**src/sv/gkr_pkg.sv**
```systemverilog
`timescale 1ns / 1ps
`default_nettype none
// ----------------------------------------------------------------------------
// gkr_pkg
// Shared constants and payload types of the group-of-k reverser.
// ----------------------------------------------------------------------------
package gkr_pkg;

    // buffer depth and word size
    localparam int MAX_GROUP  = 64;
    localparam int WORD_WIDTH = 32;
    localparam int ADDR_W     = $clog2(MAX_GROUP);
    localparam int CNT_W      = $clog2(MAX_GROUP + 1);
    localparam int CFG_W      = 7;

    // input transaction
    typedef struct packed {
        logic signed [WORD_WIDTH-1:0] word;
        logic                         final_word;
    } t_in;

    // output transaction
    typedef struct packed {
        logic signed [WORD_WIDTH-1:0] out_word;
        logic                         run_last;
        logic                         sequence_end;
    } t_out;

    // one buffer read issued by the sequencer
    typedef struct packed {
        logic valid;
        logic last;
        logic seq_end;
    } t_rd_ctl;

    // group size clamped to 1..MAX_GROUP
    function automatic logic [CNT_W-1:0] eff_size(input logic [CFG_W-1:0] cfg);
        logic [CNT_W-1:0] k;
        if (cfg == '0) begin
            k = CNT_W'(1);
        end else if (32'(cfg) > MAX_GROUP) begin
            k = CNT_W'(MAX_GROUP);
        end else begin
            k = CNT_W'(cfg);
        end
        return k;
    endfunction

endpackage
`default_nettype wire

```
**src/sv/gkr_mem.sv**
```systemverilog
`timescale 1ns / 1ps
`default_nettype none
// ----------------------------------------------------------------------------
// gkr_mem
// Group buffer: one write port, one read port with registered read data.
// ----------------------------------------------------------------------------
module gkr_mem (
    input  wire logic                          i_clk,
    input  wire logic                          i_wr_en,
    input  wire logic [gkr_pkg::ADDR_W-1:0]    i_wr_addr,
    input  wire logic [gkr_pkg::WORD_WIDTH-1:0] i_wr_data,
    input  wire logic                          i_rd_en,
    input  wire logic [gkr_pkg::ADDR_W-1:0]    i_rd_addr,
    output logic      [gkr_pkg::WORD_WIDTH-1:0] o_rd_data
);
    import gkr_pkg::*;

    logic [WORD_WIDTH-1:0] r_mem [MAX_GROUP];
    logic [WORD_WIDTH-1:0] r_rd_data;

    // write port
    always_ff @(posedge i_clk) begin
        if (i_wr_en) begin
            r_mem[i_wr_addr] <= i_wr_data;
        end
    end

    // read port, data held while not enabled
    always_ff @(posedge i_clk) begin
        if (i_rd_en) begin
            r_rd_data <= r_mem[i_rd_addr];
        end
    end

    assign o_rd_data = r_rd_data;

endmodule
`default_nettype wire

```
**src/sv/gkr_seq.sv**
```systemverilog
`timescale 1ns / 1ps
`default_nettype none
// ----------------------------------------------------------------------------
// gkr_seq
// Fill count, input handshake and read sequencing of a finished group.
// ----------------------------------------------------------------------------
module gkr_seq (
    input  wire logic                           i_clk,
    input  wire logic                           i_rst_n,
    input  wire logic                           i_in_valid,
    output logic                                o_in_stall,
    input  wire logic                           i_final,
    input  wire logic [gkr_pkg::CFG_W-1:0]      i_group_size,
    input  wire logic                           i_can_issue,
    output logic                                o_wr_en,
    output logic      [gkr_pkg::ADDR_W-1:0]     o_wr_addr,
    output logic      [gkr_pkg::ADDR_W-1:0]     o_rd_addr,
    output gkr_pkg::t_rd_ctl                    o_rd_ctl
);
    import gkr_pkg::*;

    logic [CNT_W-1:0]  r_fill;
    logic [CNT_W-1:0]  r_cnt;
    logic [ADDR_W-1:0] r_addr;
    logic              r_rev;
    logic              r_fin;

    logic [CNT_W-1:0]  n_fill;
    logic              in_acc;
    logic              full;
    logic              emit;
    logic              issue;
    logic              last;

    // input is stalled while a group is being read out; this also keeps
    // writes and reads of the buffer from overlapping
    assign o_in_stall = (r_cnt != '0);
    assign in_acc     = i_in_valid && (r_cnt == '0);
    assign n_fill     = r_fill + CNT_W'(1);
    assign full       = (n_fill >= eff_size(i_group_size));
    assign emit       = full || i_final;

    // buffer write of the accepted word
    assign o_wr_en   = in_acc;
    assign o_wr_addr = r_fill[ADDR_W-1:0];

    // read issue
    assign issue          = (r_cnt != '0) && i_can_issue;
    assign last           = (r_cnt == CNT_W'(1));
    assign o_rd_addr      = r_addr;
    assign o_rd_ctl.valid   = issue;
    assign o_rd_ctl.last    = last;
    assign o_rd_ctl.seq_end = last && r_fin;

    // fill count and readout counters
    always_ff @(posedge i_clk) begin
        if (!i_rst_n) begin
            r_fill <= '0;
            r_cnt  <= '0;
            r_addr <= '0;
            r_rev  <= 1'b0;
            r_fin  <= 1'b0;
        end else if (in_acc) begin
            if (emit) begin
                r_fill <= '0;
                r_cnt  <= n_fill;
                r_rev  <= full;
                r_fin  <= i_final;
                r_addr <= full ? r_fill[ADDR_W-1:0] : '0;
            end else begin
                r_fill <= n_fill;
            end
        end else if (issue) begin
            r_cnt  <= r_cnt - CNT_W'(1);
            r_addr <= r_rev ? (r_addr - ADDR_W'(1)) : (r_addr + ADDR_W'(1));
        end
    end

endmodule
`default_nettype wire

```
**src/sv/gkr_out.sv**
```systemverilog
`timescale 1ns / 1ps
`default_nettype none
// ----------------------------------------------------------------------------
// gkr_out
// Read-data stage and output register with flow control back to the reads.
// ----------------------------------------------------------------------------
module gkr_out (
    input  wire logic                           i_clk,
    input  wire logic                           i_rst_n,
    input  wire gkr_pkg::t_rd_ctl               i_rd_ctl,
    input  wire logic [gkr_pkg::WORD_WIDTH-1:0] i_rd_data,
    output logic                                o_can_issue,
    output logic                                o_out_valid,
    input  wire logic                           i_out_stall,
    output gkr_pkg::t_out                       o_out_data
);
    import gkr_pkg::*;

    logic r_rd_valid;
    logic r_rd_last;
    logic r_rd_end;
    logic r_out_valid;
    t_out r_out;
    logic move;

    // read stage advances when the output register is free or being taken
    assign move        = !r_out_valid || !i_out_stall;
    assign o_can_issue = !r_rd_valid || move;

    // read stage flags, aligned with the memory data
    always_ff @(posedge i_clk) begin
        if (!i_rst_n) begin
            r_rd_valid <= 1'b0;
        end else if (i_rd_ctl.valid) begin
            r_rd_valid <= 1'b1;
        end else if (move) begin
            r_rd_valid <= 1'b0;
        end
    end

    always_ff @(posedge i_clk) begin
        if (i_rd_ctl.valid) begin
            r_rd_last <= i_rd_ctl.last;
            r_rd_end  <= i_rd_ctl.seq_end;
        end
    end

    // output register
    always_ff @(posedge i_clk) begin
        if (!i_rst_n) begin
            r_out_valid <= 1'b0;
        end else if (move) begin
            r_out_valid <= r_rd_valid;
        end
    end

    always_ff @(posedge i_clk) begin
        if (move && r_rd_valid) begin
            r_out.out_word     <= i_rd_data;
            r_out.run_last     <= r_rd_last;
            r_out.sequence_end <= r_rd_end;
        end
    end

    assign o_out_valid = r_out_valid;
    assign o_out_data  = r_out;

endmodule
`default_nettype wire

```
**src/sv/group_of_k_reverser_top.sv**
```systemverilog
`timescale 1ns / 1ps
`default_nettype none
// ----------------------------------------------------------------------------
// group_of_k_reverser_top
// Collects words into groups of the configured size and emits each full
// group reversed; a partial group at sequence end is emitted in order.
// ----------------------------------------------------------------------------
// An input transaction that does not close a group is accepted and gives
// no output. One that closes a group of n words (full, or ended by
// final_word) is accepted and then holds the input stalled while the
// group buffer's single read port delivers the n words, one word per
// cycle while the output does not stall. Output stall backs up into
// the reads. group_size is clamped to 1..64 (0 acts as 1) and must be
// written only while the block is idle; the block does not enforce this.
// ----------------------------------------------------------------------------
module group_of_k_reverser_top (
    input  wire logic                      i_clk,
    input  wire logic                      i_rst_n,
    input  wire logic                      i_cfg_wr_en,
    input  wire logic [gkr_pkg::CFG_W-1:0] i_cfg_wr_data,
    input  wire logic                      i_in_valid,
    output logic                           o_in_stall,
    input  wire gkr_pkg::t_in              i_in_data,
    output logic                           o_out_valid,
    input  wire logic                      i_out_stall,
    output gkr_pkg::t_out                  o_out_data
);
    import gkr_pkg::*;

    logic [CFG_W-1:0]      r_group_size;
    logic                  wr_en;
    logic [ADDR_W-1:0]     wr_addr;
    logic [ADDR_W-1:0]     rd_addr;
    logic [WORD_WIDTH-1:0] rd_data;
    logic                  can_issue;
    t_rd_ctl               rd_ctl;

    // group size register
    always_ff @(posedge i_clk) begin
        if (!i_rst_n) begin
            r_group_size <= CFG_W'(1);
        end else if (i_cfg_wr_en) begin
            r_group_size <= i_cfg_wr_data;
        end
    end

    gkr_seq u_seq (
        .i_clk        (i_clk),
        .i_rst_n      (i_rst_n),
        .i_in_valid   (i_in_valid),
        .o_in_stall   (o_in_stall),
        .i_final      (i_in_data.final_word),
        .i_group_size (r_group_size),
        .i_can_issue  (can_issue),
        .o_wr_en      (wr_en),
        .o_wr_addr    (wr_addr),
        .o_rd_addr    (rd_addr),
        .o_rd_ctl     (rd_ctl)
    );

    gkr_mem u_mem (
        .i_clk     (i_clk),
        .i_wr_en   (wr_en),
        .i_wr_addr (wr_addr),
        .i_wr_data (i_in_data.word),
        .i_rd_en   (rd_ctl.valid),
        .i_rd_addr (rd_addr),
        .o_rd_data (rd_data)
    );

    gkr_out u_out (
        .i_clk       (i_clk),
        .i_rst_n     (i_rst_n),
        .i_rd_ctl    (rd_ctl),
        .i_rd_data   (rd_data),
        .o_can_issue (can_issue),
        .o_out_valid (o_out_valid),
        .i_out_stall (i_out_stall),
        .o_out_data  (o_out_data)
    );

endmodule
`default_nettype wire

```
**config.mk**
```make
export PLATFORM = sky130hd
export DESIGN_NAME = group_of_k_reverser_top
export DESIGN_NICKNAME = d
export VERILOG_FILES = /design/src/sv/gkr_pkg.sv /design/src/sv/gkr_mem.sv /design/src/sv/gkr_seq.sv /design/src/sv/gkr_out.sv /design/src/sv/group_of_k_reverser_top.sv
export SDC_FILE = /design/constraint.sdc
export NUM_CORES = 2
export LEC_CHECK = 0
export BUFFER_PORTS_ARGS = -buffer_cell sky130_fd_sc_hd__buf_2
export CAP_MARGIN = 10
export CORE_ASPECT_RATIO = 0.75
export CORE_UTILIZATION = 63
export DETAILED_ROUTE_END_ITERATION = 7
export GPL_TIMING_DRIVEN = 0
export PLACE_DENSITY = 0.79
export RECOVER_POWER = 50
export SYNTH_ARGS = -nofsm -noshare
export SYNTH_HDL_FRONTEND = slang
export SYNTH_HIERARCHICAL = 1
export SYNTH_SLANG_ARGS = --single-unit
```
**constraint.sdc**
```tcl
create_clock -name i_clk -period 6.1 [get_ports i_clk]
set_input_delay 0.61 -clock i_clk [delete_from_list [all_inputs] [get_ports i_clk]]
set_output_delay 0.61 -clock i_clk [all_outputs]
set_load 0.02 [all_outputs]
```
==> results.txt <==
----------------------------------------------------
[Run status]
  Status ... finished with violations
  Violations in the final reports ... DRC, capacitance limit, slew limit

[Flow run]
  Max-capacitance violation count ... 36

[Layout]
  Multi-input logic area ... between 15000 and 20000 um^2
  Number of nets in the final layout ... around 4000
  Number of filler instances in the final layout ... roughly 7000
  Final design instance area without fill ... roughly 93000 um^2
  Sequential cell area ... about 64000 um^2
  Leading cell types in the layout, fill and taps excluded ... edfxtp_1, mux4_2, clkbuf_1
  Post-synthesis to final-layout area growth ... 13.0%
  Share of layout cells above drive strength 1 ... 0.264
  Most common library cell in the layout ignoring fill and taps ... edfxtp_1

[Clocking]
  TritonCTS clock tree ... yes
  Bufs on Longest Clock Path ... 3
  Buffers inserted during post-CTS setup optimization ... 0
  Clk slew on worst S/H paths ... around 60 ps
  Source-to-sink clock delay at the later pin of the worst-skew pair ... slightly below 900 ps
  H-Tree Level Count ... 4
  Clock root buffer master ... clkbuf_16
  Post-CTS Hold Buffers ... 1
  Post-cts repair resize count ... 0
  Clock buffers created by TritonCTS ... roughly 190
  CTS sink cnt ... 2147

[STA]
  Total negative slack for setup checks ... 0 ps
  Clock Skews ... 56.9 ps
  Count of final max-slew check failures ... 1795
  Actual transition at the worst max-transition pin ... around 3600 ps
  Final min period ... roughly 5000 ps
  Final Setup Violations ... 0
  Final hold vios ... 0
  Final Cycle Share ... 0.822
  Worst slew margin relative to its limit ... -1.43
  Post-route worst hold slack ... approximately 40 ps
  Highest clock rate ... roughly 200 MHz
  Final worst-path setup slack ... about 1100 ps
  RSZ-0062 raised after global routing ... no

[Yosys]
  Mean instance size in the synthesized netlist ... around 23 um^2
  Number of register bits inferred by synthesis ... approximately 2100
  Sequential share of the synthesized area ... 0.784
  Share of async-settable or async-resettable flops after synthesis ... 0
  Number of enable-type register cells in the synthesized netlist ... ~2100
  Gate count of the mapped netlist ... 3588
  Area of the mapped netlist ... between 80000 and 90000 um^2
  Number of library cell types mapped by synthesis ... 65
  Most frequently used flop master after synthesis ... edfxtp_1
  Synthesized Nets ... roughly 3600
  Count of synthesis-stage warnings from yosys ... 6

[Route]
  Post-DR vias/cell ... a little under 8
  Total wire length ... 259 mm
  Antenna-violating nets left ... 0
  DRC errors left ... 66
  Average wire per cell in the routed design ... about 44 um
  Overall via count from detail_route ... between 40000 and 50000
  Drt initial violations ... about 9600
  Total iterations of the first detailed-routing run ... 8

[Place]
  Placed inst area ... just under 90000 um^2
  Dpl ws ... 1690 ps
  Weighted congestion reported at the end of routability-driven placement ... approximately 1.0
  Count of port buffers added during placement ... slightly below 80
  HPWL after detailed placement ... 154 mm

[Floorplanning]
  Die Area ... about 130000 um^2
  Effective utilization at floorplan ... 0.635
  Count of pins on the block boundary ... a little over 80
  Placement Rows ... 114
  Horizontal extent of the die ... 418 um
  Core area ... around 130000 um^2
  Die Ht ... roughly 310 um

[Setup path]
  Type of element capturing the critical path ... register
  Top fanout value on the critical path ... 10
  Critical path launch point type ... register
  Arrival time at the worst endpoint ... between 5000 and 6000 ps
  Worst endpoint required time ... 6670 ps
  Crit Path Category ... reg2reg

[Worst hold path]
  Worst hold path type ... in2reg

[Global routing]
  First-pass GRT wire length ... 346 mm
  Number of global-route vias before repair ... 43600
  Antenna violations before repair ... 15
  Overall routing resource usage ... 0.397
  Total global routing overflow ... 0
  Pin count of the biggest net entering global routing ... 65

[Power]
  Maximum vdd drop ... 0.415 mV
  Power density over the cells ... ~420 nW/um^2
  P_leak ... 28.3 nW

----------------------------------------------------
cell type report:
type	instances	area share
tap	1740	0.0235
timing repair buffer	181	0.0218
buffer	197	0.0107
multi-input combinational	1232	0.185
clock inverter	106	0.0110
antenna	9	0.000243
inverter	12	0.000514
sequential	2147	0.694
clock buffer	232	0.0533
layer usage:
layer  vias up  global-route usage  wire length, um
li1      16000                   -                -
met1     22900               0.532            81700
met2      5139               0.560           112000
met3      1048               0.175            49000
met4         8               0.203            16400
met5         -                   0               45
path summary, 6_finish.rpt:
| check | from | endpoint | slack (ps) | depth (start not counted) |
|---|---|---|---|---|
| max | u_seq/o_rd_addr[1] | u_mem/o_rd_data[19] | 1090 | 9 |
| min | i_cfg_wr_data[1] | r_group_size[1] | 40 | 3 |
| max reg2reg | u_seq/o_rd_addr[1] | u_mem/o_rd_data[19] | 1090 | 9 |
| min reg2reg | u_out/r_rd_last | u_out/o_out_data[1] | 420 | 0 |
registers in the layout, summed over array words and instances, names as in the netlist:
signal and cells:
r_group_size 7, u_mem/o_rd_data 32, u_mem/r_mem 2048, u_out/o_out_data 34, u_out/o_out_valid 1, u_out/r_rd_end 1, u_out/r_rd_last 1, u_out/r_rd_valid 1
u_seq/o_rd_addr 6, u_seq/r_cnt 7, u_seq/r_fill 7, u_seq/r_fin 1, u_seq/r_rev 1
through the flow:
step / cells / utilization / power, mW
floorplan: 3588 / - / 22.7
global placement: 5407 / 0.655 / 26.3
global route: 5848 / 0.717 / 39.5
CTS: 5830 / 0.718 / 38.3
finish: 5856 / 0.717 / 39.0
detailed placement: 5491 / 0.672 / 26.5
kinds of logic after synthesis:
family	count (synthesis)	share of synthesized area
multiplexers	646	0.162
buffers and inverters	209	0.0127
flip-flops	2147	0.784
adder cells (fa/ha/maj)	15	0.00238
AO/OA/AOI/OAI	248	0.0200
XOR/XNOR	16	0.00171
AND/OR/NAND/NOR	307	0.0174
power breakdown:
group | internal (mW) | switching (mW) | leakage, nW
clock | 6.44 | 5.42 | 2.88
combinational | 3.56 | 6.66 | 6.09
sequential | 16.7 | 0.159 | 19.3
total | 26.7 | 12.2 | 28.3
worst max-delay path, stage by stage, from the launching register on:
cell and delay [ps]:
dfxtp_1 380, buf_2 450, buf_2 370, buf_2 390
buf_1 1090, nand3b_1 660, o221ai_1 460, a21oi_1 240
a21oi_1 580, nor2_1 110
cell usage after synthesis (all sizes together) (7+ instances only):
library cell     n  area, um^2
nand2           52         203
dfxtp           31         621
o22ai           85         546
mux2i          102        1020
o221ai          27         236
a22oi           13        97.6
nand2b          10        62.6
xnor2            9        78.8
ha              14         175
nor2           159         599
nand3           13        75.1
mux4           544       12300
buf            120         701
a311oi           8        70.1
edfxtp        2116       63500
inv             12        47.6
o21ai           11        58.8
a21oi           78         394
nor2b           22         138
nor3            12        75.1
clkbuf          77         289
xor2             7        61.3
Note: power is estimated with default switching activity, not from simulation.
